**src/sv/nsv_pkg.sv**
```systemverilog
// Package for the NMEA sentence validator: error codes, the verdict struct
// and the hex digit decoder. No dependencies.
`default_nettype none

package nsv_pkg;

	// Characters the parser looks for
	localparam logic [7:0] CHAR_DOLLAR = 8'h24;
	localparam logic [7:0] CHAR_STAR   = 8'h2A;
	localparam logic [7:0] CHAR_CR     = 8'h0D;
	localparam logic [7:0] CHAR_LF     = 8'h0A;

	// Body count saturates at this value
	localparam logic [2:0] BODY_CNT_MAX = 3'd7;

	// Verdict codes
	localparam logic [2:0] ERR_OK       = 3'd0;
	localparam logic [2:0] ERR_NODOLLAR = 3'd1;
	localparam logic [2:0] ERR_SHORT    = 3'd2;
	localparam logic [2:0] ERR_DIGITS   = 3'd3;
	localparam logic [2:0] ERR_MISMATCH = 3'd4;
	localparam logic [2:0] ERR_STRICT   = 3'd5;
	localparam logic [2:0] ERR_TERM     = 3'd6;

	// Width of the packed result on the output stream
	localparam int RESULT_BYTES = 2;

	// One verdict, as handed from the parser to the output register
	typedef struct packed {
		logic [7:0] computed_xor;
		logic [2:0] error_code;
		logic       sentence_ok;
	} nsv_result_t;

	// Hex digit decode: bit 4 set means the byte is not a hex digit
	function automatic logic [4:0] hex_value(input logic [7:0] b);
		logic [4:0] v;
		v = 5'h10;
		if (b >= 8'h30 && b <= 8'h39) begin
			v = 5'(b - 8'h30);
		end else if (b >= 8'h61 && b <= 8'h66) begin
			v = 5'(b - 8'h61 + 8'd10);
		end else if (b >= 8'h41 && b <= 8'h46) begin
			v = 5'(b - 8'h41 + 8'd10);
		end
		return v;
	endfunction

endpackage

`default_nettype wire

```
**src/sv/nsv_apb_regs.sv**
```systemverilog
// APB register file of the NMEA sentence validator: holds strict_checksum.
// Depends on nothing but the clock and reset.
`default_nettype none

module nsv_apb_regs (
	input  wire logic        clk,
	input  wire logic        arst_n,
	input  wire logic        psel,
	input  wire logic        penable,
	input  wire logic        pwrite,
	input  wire logic [2:0]  paddr,
	input  wire logic [31:0] pwdata,
	output logic [31:0]      prdata,
	output logic             pready,
	output logic             strict_checksum
);

	logic strict_q;
	logic hit;

	// Single register at word 0
	assign hit    = (paddr[2] == 1'b0);
	assign pready = 1'b1;

	always_ff @(posedge clk or negedge arst_n) begin
		if (!arst_n) begin
			strict_q <= 1'b0;
		end else if (psel && penable && pwrite && pready && hit) begin
			strict_q <= pwdata[0];
		end
	end

	// Read back
	always_comb begin
		prdata = '0;
		if (hit) begin
			prdata[0] = strict_q;
		end
	end

	assign strict_checksum = strict_q;

endmodule

`default_nettype wire

```
**src/sv/nsv_parser.sv**
```systemverilog
// Sentence parser: per-sentence state, byte update and verdict logic.
// Depends on nsv_pkg.
`default_nettype none

module nsv_parser
	import nsv_pkg::*;
#(
	parameter int MIN_BODY_LEN = 6
) (
	input  wire logic       clk,
	input  wire logic       arst_n,
	input  wire logic       step,        // one item is processed this cycle
	input  wire logic [7:0] step_byte,
	input  wire logic       step_last,   // end marker: give verdict, clear
	input  wire logic       strict_checksum,
	output nsv_result_t     verdict
);

	// Parse phases
	localparam logic [2:0] PH_DOLLAR = 3'd0;
	localparam logic [2:0] PH_BODY   = 3'd1;
	localparam logic [2:0] PH_DIGITS = 3'd2;
	localparam logic [2:0] PH_TERM   = 3'd3;
	localparam logic [2:0] PH_CR     = 3'd4;
	localparam logic [2:0] PH_DONE   = 3'd5;

	localparam logic [2:0] MIN_LEN = 3'(MIN_BODY_LEN);

	logic [2:0] phase_q, phase_d;
	logic [7:0] xor_q, xor_d;
	logic [2:0] cnt_q, cnt_d;
	logic [7:0] exp_q, exp_d;
	logic       digit_q, digit_d;   // one checksum digit already taken
	logic [2:0] err_q, err_d;
	logic [4:0] hv;
	logic [7:0] exp_new;
	logic [2:0] code;

	assign hv      = hex_value(step_byte);
	assign exp_new = {exp_q[3:0], hv[3:0]};

	// Byte update; the first error latched wins
	always_comb begin
		phase_d = phase_q;
		xor_d   = xor_q;
		cnt_d   = cnt_q;
		exp_d   = exp_q;
		digit_d = digit_q;
		err_d   = err_q;
		if (err_q == ERR_OK) begin
			case (phase_q)
				PH_DOLLAR: begin
					if (step_byte == CHAR_DOLLAR) phase_d = PH_BODY;
					else err_d = ERR_NODOLLAR;
				end
				PH_BODY: begin
					if (step_byte == CHAR_STAR) begin
						if (cnt_q < MIN_LEN) err_d = ERR_SHORT;
						else phase_d = PH_DIGITS;
					end else begin
						xor_d = xor_q ^ step_byte;
						if (cnt_q != BODY_CNT_MAX) cnt_d = cnt_q + 3'd1;
					end
				end
				PH_DIGITS: begin
					if (hv[4]) begin
						err_d = ERR_DIGITS;
					end else begin
						exp_d = exp_new;
						if (!digit_q) begin
							digit_d = 1'b1;
						end else if (exp_new == 8'h00) begin
							err_d = ERR_DIGITS;
						end else if (exp_new != xor_q) begin
							err_d = ERR_MISMATCH;
						end else begin
							phase_d = PH_TERM;
						end
					end
				end
				PH_TERM: begin
					if (step_byte == CHAR_CR) phase_d = PH_CR;
					else if (step_byte == CHAR_LF) phase_d = PH_DONE;
					else err_d = ERR_TERM;
				end
				PH_CR: begin
					if (step_byte == CHAR_LF) phase_d = PH_DONE;
					else err_d = ERR_TERM;
				end
				default: err_d = ERR_TERM;
			endcase
		end
	end

	// Verdict from the current state
	always_comb begin
		code = ERR_OK;
		if (err_q != ERR_OK) begin
			code = err_q;
		end else begin
			case (phase_q)
				PH_DOLLAR: code = ERR_NODOLLAR;
				PH_BODY: begin
					if (cnt_q < MIN_LEN) code = ERR_SHORT;
					else if (strict_checksum) code = ERR_STRICT;
					else code = ERR_OK;
				end
				PH_DIGITS: code = ERR_DIGITS;
				PH_CR:     code = ERR_TERM;
				default:   code = ERR_OK;
			endcase
		end
	end

	assign verdict.sentence_ok  = (code == ERR_OK);
	assign verdict.error_code   = code;
	assign verdict.computed_xor = xor_q;

	// Sentence state; cleared after each verdict
	always_ff @(posedge clk or negedge arst_n) begin
		if (!arst_n) begin
			phase_q <= PH_DOLLAR;
			xor_q   <= 8'h00;
			cnt_q   <= 3'd0;
			exp_q   <= 8'h00;
			digit_q <= 1'b0;
			err_q   <= ERR_OK;
		end else if (step) begin
			if (step_last) begin
				phase_q <= PH_DOLLAR;
				xor_q   <= 8'h00;
				cnt_q   <= 3'd0;
				exp_q   <= 8'h00;
				digit_q <= 1'b0;
				err_q   <= ERR_OK;
			end else begin
				phase_q <= phase_d;
				xor_q   <= xor_d;
				cnt_q   <= cnt_d;
				exp_q   <= exp_d;
				digit_q <= digit_d;
				err_q   <= err_d;
			end
		end
	end

endmodule

`default_nettype wire

```
**src/sv/nmea_sentence_validator.sv**
```systemverilog
// NMEA sentence validator, top level: input register, parser, result register.
// Depends on nsv_pkg, nsv_apb_regs and nsv_parser.
`default_nettype none

// Checks NMEA 0183 sentences fed one byte per transfer on the s_axis side;
// a transfer with s_axis_tlast high carries no byte and ends the sentence.
// For each end marker one result transfer leaves on m_axis with pass/fail,
// the error code and the XOR of the body bytes; the sentence state then
// clears for the next sentence. One byte is taken per clock unless stage 1
// is held: a byte waits in the input register before the parser updates
// its state registers, and a verdict is loaded into the result register,
// which drives m_axis_tvalid directly, when the parser takes its end marker.
// A result waiting in the output register stalls the input only when a
// second end marker reaches the parser. strict_checksum sits at APB
// address 0; the user must write it only while no sentence is in flight,
// and the block itself does not enforce this.
module nmea_sentence_validator
	import nsv_pkg::*;
#(
	parameter int MIN_BODY_LEN = 6
) (
	input  wire logic        clk,
	input  wire logic        arst_n,
	// Configuration
	input  wire logic        psel,
	input  wire logic        penable,
	input  wire logic        pwrite,
	input  wire logic [2:0]  paddr,
	input  wire logic [31:0] pwdata,
	output logic [31:0]      prdata,
	output logic             pready,
	// Sentence bytes
	input  wire logic        s_axis_tvalid,
	output logic             s_axis_tready,
	input  wire logic [7:0]  s_axis_tdata,   // [7:0] sentence_byte
	input  wire logic        s_axis_tlast,   // end_marker
	// Verdicts
	output logic             m_axis_tvalid,
	input  wire logic        m_axis_tready,
	// [0] sentence_ok, [3:1] error_code, [11:4] computed_xor, [15:12] zero
	output logic [8*RESULT_BYTES-1:0] m_axis_tdata
);

	logic        strict;
	logic        valid_s1;
	logic [7:0]  byte_s1;
	logic        last_s1;
	logic        go_s1;
	logic        out_valid_q;
	nsv_result_t out_q;
	nsv_result_t verdict;

	nsv_apb_regs u_regs (
		.clk             (clk),
		.arst_n          (arst_n),
		.psel            (psel),
		.penable         (penable),
		.pwrite          (pwrite),
		.paddr           (paddr),
		.pwdata          (pwdata),
		.prdata          (prdata),
		.pready          (pready),
		.strict_checksum (strict)
	);

	// Stage 1 may proceed unless it holds an end marker, the result slot is full and m_axis_tready is low
	assign go_s1         = valid_s1 && (!last_s1 || !out_valid_q || m_axis_tready);
	assign s_axis_tready = !valid_s1 || go_s1;

	// Input register
	always_ff @(posedge clk or negedge arst_n) begin
		if (!arst_n) begin
			valid_s1 <= 1'b0;
		end else if (s_axis_tready) begin
			valid_s1 <= s_axis_tvalid;
		end
	end

	always_ff @(posedge clk) begin
		if (s_axis_tready && s_axis_tvalid) begin
			byte_s1 <= s_axis_tdata;
			last_s1 <= s_axis_tlast;
		end
	end

	nsv_parser #(
		.MIN_BODY_LEN (MIN_BODY_LEN)
	) u_parser (
		.clk             (clk),
		.arst_n          (arst_n),
		.step            (go_s1),
		.step_byte       (byte_s1),
		.step_last       (last_s1),
		.strict_checksum (strict),
		.verdict         (verdict)
	);

	// Result register
	always_ff @(posedge clk or negedge arst_n) begin
		if (!arst_n) begin
			out_valid_q <= 1'b0;
		end else if (go_s1 && last_s1) begin
			out_valid_q <= 1'b1;
		end else if (m_axis_tready) begin
			out_valid_q <= 1'b0;
		end
	end

	always_ff @(posedge clk) begin
		if (go_s1 && last_s1) begin
			out_q <= verdict;
		end
	end

	assign m_axis_tvalid = out_valid_q;
	assign m_axis_tdata  = {{(8*RESULT_BYTES-$bits(nsv_result_t)){1'b0}}, out_q};

endmodule

`default_nettype wire
```
**config.mk**
```make
export PLATFORM = sky130hd
export DESIGN_NAME = nmea_sentence_validator
export DESIGN_NICKNAME = d
export VERILOG_FILES = /design/src/sv/nsv_pkg.sv /design/src/sv/nsv_apb_regs.sv /design/src/sv/nsv_parser.sv /design/src/sv/nmea_sentence_validator.sv
export SDC_FILE = /design/constraint.sdc
export NUM_CORES = 1
export LEC_CHECK = 0
export BUFFER_PORTS_ARGS = -buffer_cell sky130_fd_sc_hd__clkbuf_2
export CORE_MARGIN = 2
export CORE_UTILIZATION = 46
export CTS_BUF_LIST = sky130_fd_sc_hd__clkbuf_4 sky130_fd_sc_hd__clkbuf_8
export DETAILED_ROUTE_END_ITERATION = 8
export GPL_TIMING_DRIVEN = 0
export PLACE_DENSITY = 0.9
export SYNTH_ARGS = -nofsm -noshare
export SYNTH_HDL_FRONTEND = slang
export SYNTH_HIERARCHICAL = 1
export SYNTH_SLANG_ARGS = --single-unit
```
**constraint.sdc**
```tcl
create_clock -name clk -period 2.4 [get_ports clk]
set_input_delay 0.24 -clock clk [delete_from_list [all_inputs] [get_ports clk]]
set_output_delay 0.24 -clock clk [all_outputs]
set_load 0.05 [all_outputs]
```
==> results of run 1 <==
==> routing by layer <==
layer	up-vias	track usage, %	wire, µm
met5	-	0	0
li1	1100	-	-
met2	119	29.6	3300
met1	1095	24.5	2530
met3	21	3.63	499
met4	0	6.27	188
==> layout make-up <==
class / instances / area (µm²)
Multi-Input combinational cell: 209 / 1470
Buffer: 44 / 314
Clock buffer: 5 / 68.8
Inverter: 6 / 22.5
Timing Repair Buffer: 54 / 332
Clock inverter: 3 / 45.0
Tap cell: 75 / 93.8
Fill cell: 479 / 2250
Sequential cell: 46 / 1260
==> worst paths after layout <==
check | slack (ps) | end | cells past startpoint | from
worst min-delay path | 100 | last_s1 | 1 | s_axis_tlast
min in group asynchronous | 490 | u_parser/exp_q[3] | 2 | arst_n
max in group asynchronous | 1480 | u_parser/xor_q[6] | 2 | arst_n
worst min register to register | 530 | u_parser/exp_q[0] | 2 | u_parser/exp_q[0]
worst max register to register | -90 | u_parser/err_q[2] | 9 | byte_s1[0]
worst max-delay path | -90 | u_parser/err_q[2] | 9 | byte_s1[0]
==> synth_stat cells, drive strengths merged, types with 2 or more instances <==
cell / instances / share of area (%)
buf: 38 / 10
dfrtp: 25 / 23
nand2: 25 / 3.4
edfxtp: 21 / 23
o21ai: 19 / 3.9
nor2: 16 / 2.3
a21oi: 14 / 2.7
nor3: 11 / 2.0
ha: 7 / 3.2
xnor2: 7 / 2.2
clkbuf: 6 / 0.82
inv: 6 / 0.82
a21o: 5 / 1.4
mux2i: 5 / 1.8
o31ai: 5 / 1.4
a41oi: 4 / 1.3
nand2b: 4 / 0.91
nor2b: 4 / 0.91
a22o: 3 / 0.95
a32o: 3 / 1.1
and2: 3 / 0.68
and3: 3 / 0.68
conb: 3 / 0.41
nand4: 3 / 0.68
nor4: 3 / 0.68
a211oi: 2 / 1.0
a31o: 2 / 0.63
a31oi: 2 / 0.45
nand4b: 2 / 0.86
nor4b: 2 / 0.63
o21bai: 2 / 0.54
==> where the power goes <==
part	internal [mW]	switching (mW)
clock	0.310	0.273
combinational	0.444	0.753
sequential	1.04	0.216
total	1.80	1.24
==> through the flow <==
stage / power (mW) / setup WS [ps] / instance area [µm²] / hold slack [ps] / TNS [ps]
detailed placement: 2.33 / -312 / 3140 / 307 / -788
global placement: 2.28 / -230 / 3140 / 282 / -510
global route: 3.23 / -179 / 3600 / 91.3 / -757
floorplan: 2.10 / 112 / 2890 / -55.6 / 0
CTS: 2.94 / 3.70 / 3360 / 95.0 / 0
finish: 3.04 / -93.9 / 3600 / 102 / -158
==> registers in the layout, indices dropped and copies added, names as in the netlist, 3 cells and up <==
register	count
m_axis_tdata	12
u_parser/phase_q	3
byte_s1	8
u_parser/err_q	3
u_parser/xor_q	8
u_parser/exp_q	4
u_parser/cnt_q	3
==> logic make-up after synthesis <==
family          count (synthesis)
simple gates                   84
xor+xnor                        7
other cells                     3
compound gates                 69
buf+inv                        50
flops                          46
mux                             6
fa+ha+maj                       7
==> timing repair <==
action	4_1_cts	5_1_grt
hold endpoints to repair	25	0
pin swaps	3	13
setup buffers	10	11
endpoints found under the setup margin	6	21
hold buffers	1	0
gates resized for setup	6	35
==> out/metrics.yaml, run 1 <==
fin_worst_skew_ps: 8.15
crit_fanout: 5
die_area_um2: 6640
antenna_found_initial: 0
cts_buffers: 5
syn_area_um2: 2760
track_usage_pct: 18.3
first_global_vias: 1921
yosys.area_share.xor_xnor_pct: 2.22
rsz0062_at_grt: "yes"
worstSetupPathType: "reg -> reg"
post_drt_wl_per_cell_um: 14.7
hpwl_um: 4070
critPathLaunchType: "flip-flop"
drt_first_pass_iters: 5
ys_types: 55
final_util_pct: 61.5
drtIter0Drc: 206
vias: 2335
io_pins: 102
yosys-mux-area-fraction_pct: 2.22
drt-total-wl_um: 6520
ys_async_sr_fraction_pct: 54.3
synth_ff_type: "dfrtp_1"
synth-compound-area-share_pct: 18.3
num_rows: 28
cts-htree-levels: 2
cts_tree: "built"
drv_cap: 0
final_cell_count_no_fill: 442
ir_drop_mv: 0.427
slowest_stage: "edfxtp_1"
vias_per_cell: 5.28
die_w_um: 81.5
portBuffers: 32
ant_nets: 0
period_share_pct: 104
synth_fa_ha_area_share_pct: 3.17
syn_avg_cell_area_um2: 10.2
violations: "setup timing"
p_per_area_nw_per_um2: 844
critical-path-max-stage-delay_ps: 460
period_needed_ps: 2490
fp.dieH_um: 81.5
worstMarginPinSlew_ps: 1080
clk_latency_ps: 310
layout_common_cells: "buf_4 (57), conb_1 (36), clkbuf_2 (32)"
crit_chain: "buf_4 -> ha_4 -> nor4bb_1 -> a211oi_1 -> o21bai_2 -> xnor2_2 -> nor4_4 -> a31oi_2 -> a32o_1"
hold_class: "in -> reg"
drive_above_1_share_pct: 36.5
grt-ovfl-total: 0
synth_top_family_by_area: "compound AO/OA/AOI/OAI gates"
relSlewSlack_pct: 27.5
area_growth_pct: 30.4
slew_violations: 0
final_common_cell: "buf_4"
critical_path_buf_inv_count: 1
drc: 0
critPathCaptureType: "flip-flop"
clk_pin_slew_ps: 80
synth_seq_area_share_pct: 45.5
ys_seq_elements: 46
synth-edff-count: 21
grt_start_max_net_pins: 26
leakage_nw: 1.66
cp_top_family: "compound AO/OA/AOI/OAI gates"
start_util_pct: 47.2
layout.nets: 424
cts_sinks: 46
cts_buffer_depth: 2
hold_viol: 0
setup_ws_ps: -93.9
finalSetupViolCount: 2
yosysWarnings: 6
core-area_um2: 5850
status: "finished with violations"
diodes: 0
grt_pass1_wl_um: 9210
dp.cells: 412
gp_congestion: 0.921
clockRootBuffer: "clkbuf_8"
yosys.area_share.simple_pct: 16.4
syn_inst: 272
crit_required_ps: 2600
cp.arrival_ps: 2690
clock.fmax_ghz: 0.401
Power figures use the tool's default switching activity.
==> run 2, diff against run 1 <==
CORE_ASPECT_RATIO = 0.8   (was default)
==> run 2 against run 1 <==
  * The run still ends with setup timing left
  * Routed wire length down 0.54%
  * Die area about the same
  * Design area down 0.97%
  * Core utilization down 0.59 points
  * Sequential share of layout area up 0.34 points
  * Clock power about the same
  * First-iteration DRC count down 25%
  * Non-clock buffer count down 3
  * Fmax up 1.7%
  * Highest routed layer unchanged
==> out/metrics.yaml, run 2 (same netlist as run 1, synthesis figures left out) <==
antenna_found_initial: 0  # unchanged
cts_buffer_depth: 2  # unchanged
die_area_um2: 6640  # about the same
io_pins: 102  # unchanged
cts_tree: "built"
crit_fanout: 5  # unchanged
final_common_cell: "buf_4"
finalSetupViolCount: 3  # +1
cts_sinks: 46  # unchanged
clk_latency_ps: 300  # about the same
hold_class: "in -> reg"
gp_congestion: 0.895  # -2.9%
clockRootBuffer: "clkbuf_8"
layout.nets: 421  # -0.71%
slowest_stage: "edfxtp_1"
clk_pin_slew_ps: 90  # about the same
ant_nets: 0  # unchanged
worstMarginPinSlew_ps: 1060  # -21.6 ps
drc: 0  # unchanged
drv_cap: 0  # unchanged
leakage_nw: 1.64  # -1.3%
final_util_pct: 61.0  # -0.59 points
diodes: 0  # unchanged
start_util_pct: 47.2  # about the same
num_rows: 25  # -11%
fillCellCount: 483  # +0.84%
drt_first_pass_iters: 4  # -1
hold_viol: 0  # unchanged
vias_per_cell: 5.18  # -2.0%
grt_pass1_wl_um: 9750  # +5.8%
critPathLaunchType: "flip-flop"
area_growth_pct: 29.1
violations: "setup timing"
drtIter0Drc: 154  # -25%
rsz0062_at_grt: "yes"
design_area_um2: 3570  # -0.97%
fin_worst_skew_ps: 7.85  # -0.302 ps
setup_ws_ps: -52.4  # +41.5 ps
cp.arrival_ps: 2640  # -50 ps
post_drt_wl_per_cell_um: 14.6  # -1.2%
die_w_um: 90.6  # +11%
relSlewSlack_pct: 29.0  # +1.4 points
track_usage_pct: 18.7  # +0.44 points
period_needed_ps: 2450  # -41.5 ps
crit_required_ps: 2590  # about the same
crit_chain: "buf_6 -> ha_4 -> nor3b_4 -> nor2_2 -> a21oi_2 -> xnor2_1 -> nor4_2 -> a31oi_1 -> a32o_1"
grt_start_max_net_pins: 26  # unchanged
drt-total-wl_um: 6480  # -0.54%
vias: 2303  # -1.4%
hpwl_um: 4310  # +5.9%
ir_drop_mv: 0.509  # +19%
slew_violations: 0  # unchanged
portBuffers: 32  # unchanged
cts_buffers: 5  # unchanged
post_dp_cell_area_um2: 3150  # +0.24%
layout_common_cells: "buf_4 (55), conb_1 (36), clkbuf_2 (32)"
status: "finished with violations"
drive_above_1_share_pct: 35.7  # -0.80 points
clock.fmax_ghz: 0.408  # +1.7%
largest_reg_flops: 12  # unchanged
worstSetupPathType: "reg -> reg"
p_per_area_nw_per_um2: 850  # +0.72%
critical-path-max-stage-delay_ps: 490  # +30 ps
grt-ovfl-total: 0  # unchanged
cts-htree-levels: 2  # unchanged
first_global_vias: 1960  # +2.0%
period_share_pct: 102  # -1.7 points
critPathCaptureType: "flip-flop"
core-area_um2: 5850  # about the same
fp.dieH_um: 73.3  # -10%
==> run 2: cell count changes in the layout (fill, tap and decap cells not counted), moves of 2 or more <==
| cell | before | now |
|---|---|---|
| clkbuf_4 | 0 | 2 |
| o21ai_0 | 15 | 13 |
| o21ai_1 | 2 | 4 |
| buf_4 | 57 | 55 |
==> run 2: per-stage QoR <==
stage	hold WS (ps)	setup TNS [ps]	setup WS, ps	std cells	total power [mW]
final	116	-123	-52.4	445	3.03
after global routing	101	-375	-108	445	3.19
after CTS	108	0	14.9	432	2.95
after detailed placement	304	-765	-303	418	2.34
after global placement	284	-522	-232	418	2.30
after floorplan	-55.6	0	112	305	2.10
==> run 2: metal layers <==
metal / global-route usage, % / up-vias / share of wire (%)
met3: 3.38 / 10 / 7.7
met2: 30.2 / 112 / 50
li1: - / 1100 / -
met4: 4.10 / 0 / 0.88
met5: 0 / - / 0
met1: 26.7 / 1081 / 42
==> run 2: cell type report <==
class | instances | area [µm²] | area share, %
Clock inverter | 2 | 37.5 | 1.05
Timing Repair Buffer | 51 | 309 | 8.67
Sequential cell | 46 | 1260 | 35.2
Multi-Input combinational cell | 209 | 1450 | 40.7
Tap cell | 81 | 101 | 2.84
Buffer | 44 | 313 | 8.77
Clock buffer | 6 | 76.3 | 2.14
Inverter | 6 | 22.5 | 0.632
==> run 2: worst paths after layout <==
check                                               to              startpoint  cells after the start  slack (ps)
worst max-delay path                 u_parser/err_q[2]              byte_s1[0]                      9         -50
worst min-delay path                        byte_s1[1]         s_axis_tdata[1]                      1         120
worst max register to register       u_parser/err_q[2]              byte_s1[0]                      9         -50
worst min register to register  u_regs/strict_checksum  u_regs/strict_checksum                      1         540
max in group asynchronous            u_parser/xor_q[0]                  arst_n                      2        1460
min in group asynchronous            u_parser/err_q[0]                  arst_n                      2         510
==> run 2: worst max-delay path, delay by kind of cell (launching register included) <==
kind	cells	cell delay, ps
flops	1	490
buf+inv	1	170
xor+xnor	1	130
compound gates	3	710
simple gates	3	670
fa+ha+maj	1	180
==> run 2: timing repair <==
item,4_1_cts,5_1_grt
pin swaps,4,11
endpoints found under the hold margin,25,0
resized for setup,10,30
buffers inserted,5,13
endpoints found under the setup margin,7,21
hold buffers,1,0
==> run 2: power by group <==
| part | switching [mW] | internal (mW) | total [mW] | leakage, nW |
|---|---|---|---|---|
| Sequential | 0.218 | 1.04 | 1.26 | 0.519 |
| Clock | 0.261 | 0.322 | 0.583 | 0.0548 |
| Combinational | 0.744 | 0.444 | 1.19 | 1.06 |
==> run 3, diff against run 2 <==
SKIP_CTS_REPAIR_TIMING = 1   (was default)
==> run 3 against run 2 <==
  * The run ends with hold timing, setup timing left
  * Worst hold slack lost 150 ps
  * Power down 0.70%
  * Combinational power hardly changed
  * Clock power about the same
  * Core utilization shrank 1.0 points
  * Sequential power about the same
  * Final cell count shrank 0.90%
  * Register-to-register slack worse by 110 ps
  * Critical path type unchanged
==> out/metrics.yaml, run 3 (same netlist as run 1, synthesis figures left out) <==
drt_first_pass_iters: 5  # +1
track_usage_pct: 17.7  # -0.98 points
relSlewSlack_pct: 29.5  # +0.53 points
finalPower_mw: 3.01  # -0.70%
layout_common_cells: "buf_4 (50), conb_1 (36), clkbuf_2 (32)"
portBuffers: 32  # unchanged
hold_viol: 25  # +25
gp_congestion: 0.895  # unchanged
num_rows: 25  # unchanged
drive_above_1_share_pct: 35.3  # -0.44 points
worstSetupPathType: "reg -> reg"
grt_pass1_wl_um: 9270  # -5.0%
hpwl_um: 4310  # unchanged
crit_chain: "buf_6 -> ha_4 -> nor3b_4 -> buf_4 -> nor3_2 -> a21oi_4 -> xnor2_1 -> nor4_2 -> a31oi_1 -> a32o_1"
leakage_nw: 1.62  # -1.1%
fillCellCount: 486  # +0.62%
clockRootBuffer: "clkbuf_8"
finalSetupViolCount: 4  # +1
clock.fmax_ghz: 0.391  # -4.2%
hold_class: "in -> async"
drv_cap: 0  # unchanged
drc: 0  # unchanged
period_needed_ps: 2560  # +108 ps
ant_nets: 0  # unchanged
largest_reg_flops: 12  # unchanged
worstRegToRegCells: 10  # +1
slew_violations: 0  # unchanged
critPathCaptureType: "flip-flop"
ir_drop_mv: 0.512  # +0.70%
cts_tree: "built"
diodes: 0  # unchanged
layout.nets: 417  # -0.95%
pre_cts_slack_ps: -303  # unchanged
dr_wl_met3_um: 431  # -14%
setup_ws_ps: -160  # -108 ps
crit_required_ps: 2590  # about the same
wl_met1_um: 2700  # about the same
fp.dieH_um: 73.3  # unchanged
status: "finished with violations"
crit_fanout: 5  # unchanged
rsz0062_at_grt: "yes"
cts_buffers: 5  # unchanged
final_util_pct: 60.0  # -1.0 points
vias_per_cell: 5.02  # -3.1%
area_growth_pct: 27.0
p_per_area_nw_per_um2: 858  # +0.96%
cp.arrival_ps: 2750  # +110 ps
post_drt_wl_per_cell_um: 14.2  # -2.4%
violations: "hold timing, setup timing"
cts-htree-levels: 2  # unchanged
final_common_cell: "buf_4"
first_global_vias: 1908  # -2.7%
drt-total-wl_um: 6270  # -3.3%
dr_wl_met2_um: 2990  # -7.3%
die_w_um: 90.6  # unchanged
period_share_pct: 107  # +4.5 points
vias: 2212  # -4.0%
clk_pin_slew_ps: 90  # about the same
critPathLaunchType: "flip-flop"
cts_sinks: 46  # unchanged
slowest_stage: "edfxtp_1"
io_pins: 102  # unchanged
grt-ovfl-total: 0  # unchanged
clk_latency_ps: 300  # about the same
antenna_found_initial: 0  # unchanged
core-area_um2: 5850  # unchanged
drtIter0Drc: 190  # +23%
hold_ws_ps: -35.9  # -152 ps
critical-path-max-stage-delay_ps: 520  # +30 ps
fin_worst_skew_ps: 10.8  # +2.98 ps
die_area_um2: 6640  # unchanged
highest_layer: "met4"
grt_start_max_net_pins: 26  # unchanged
start_util_pct: 47.2  # unchanged
cts_buffer_depth: 2  # unchanged
worstMarginPinSlew_ps: 1050  # -7.88 ps
run 3: final cells by class:
cell class | instances | area [µm²] | share of cell area (%)
clock buffers | 6 | 76.3 | 2.18
repair buffers | 47 | 280 | 7.99
inverters | 6 | 22.5 | 0.642
well taps | 81 | 101 | 2.89
clock inverters | 2 | 37.5 | 1.07
multi-input cells | 209 | 1430 | 40.6
plain buffers | 44 | 308 | 8.78
flip-flops and latches | 46 | 1260 | 35.8
run 3: path summary, 6_finish.rpt:
kind | from | to | slack, ps
worst min register to register | u_regs/strict_checksum | u_regs/strict_checksum | 540
min in group clk | s_axis_tdata[1] | byte_s1[1] | 110
worst min-delay path | arst_n | u_parser/err_q[0] | -40
max in group asynchronous | arst_n | u_parser/xor_q[0] | 1990
worst max-delay path | byte_s1[0] | u_parser/err_q[2] | -160
worst max register to register | byte_s1[0] | u_parser/err_q[2] | -160
run 3: worst max-delay path, delay by kind of cell (launching register included):
kind            cells  cell delay, ps
compound gates      3             590
xor+xnor            1              90
fa+ha+maj           1             180
buf+inv             2             380
flops               1             520
simple gates        3             700
run 3: layer usage:
layer,global-route usage (%),up-vias
met3,3.38,12
met4,4.10,0
met2,27.6,102
met5,0,-
li1,-,1088
met1,25.9,1010
run 3: report_power, final:
part	switching, mW	internal [mW]	total (mW)
Combinational	0.730	0.435	1.17
Sequential	0.218	1.04	1.26
Clock	0.262	0.322	0.584
run 3: per-stage QoR:
| stage | area, µm² | TNS, ps | cells |
|---|---|---|---|
| 2_1_floorplan | 2890 | 0 | 305 |
| 3_3_place_gp | 3150 | -522 | 418 |
| 3_5_place_dp | 3150 | -765 | 418 |
| 4_1_cts | 3260 | -877 | 426 |
| 5_1_grt | 3510 | -1740 | 441 |
| 6_report | 3510 | -429 | 441 |
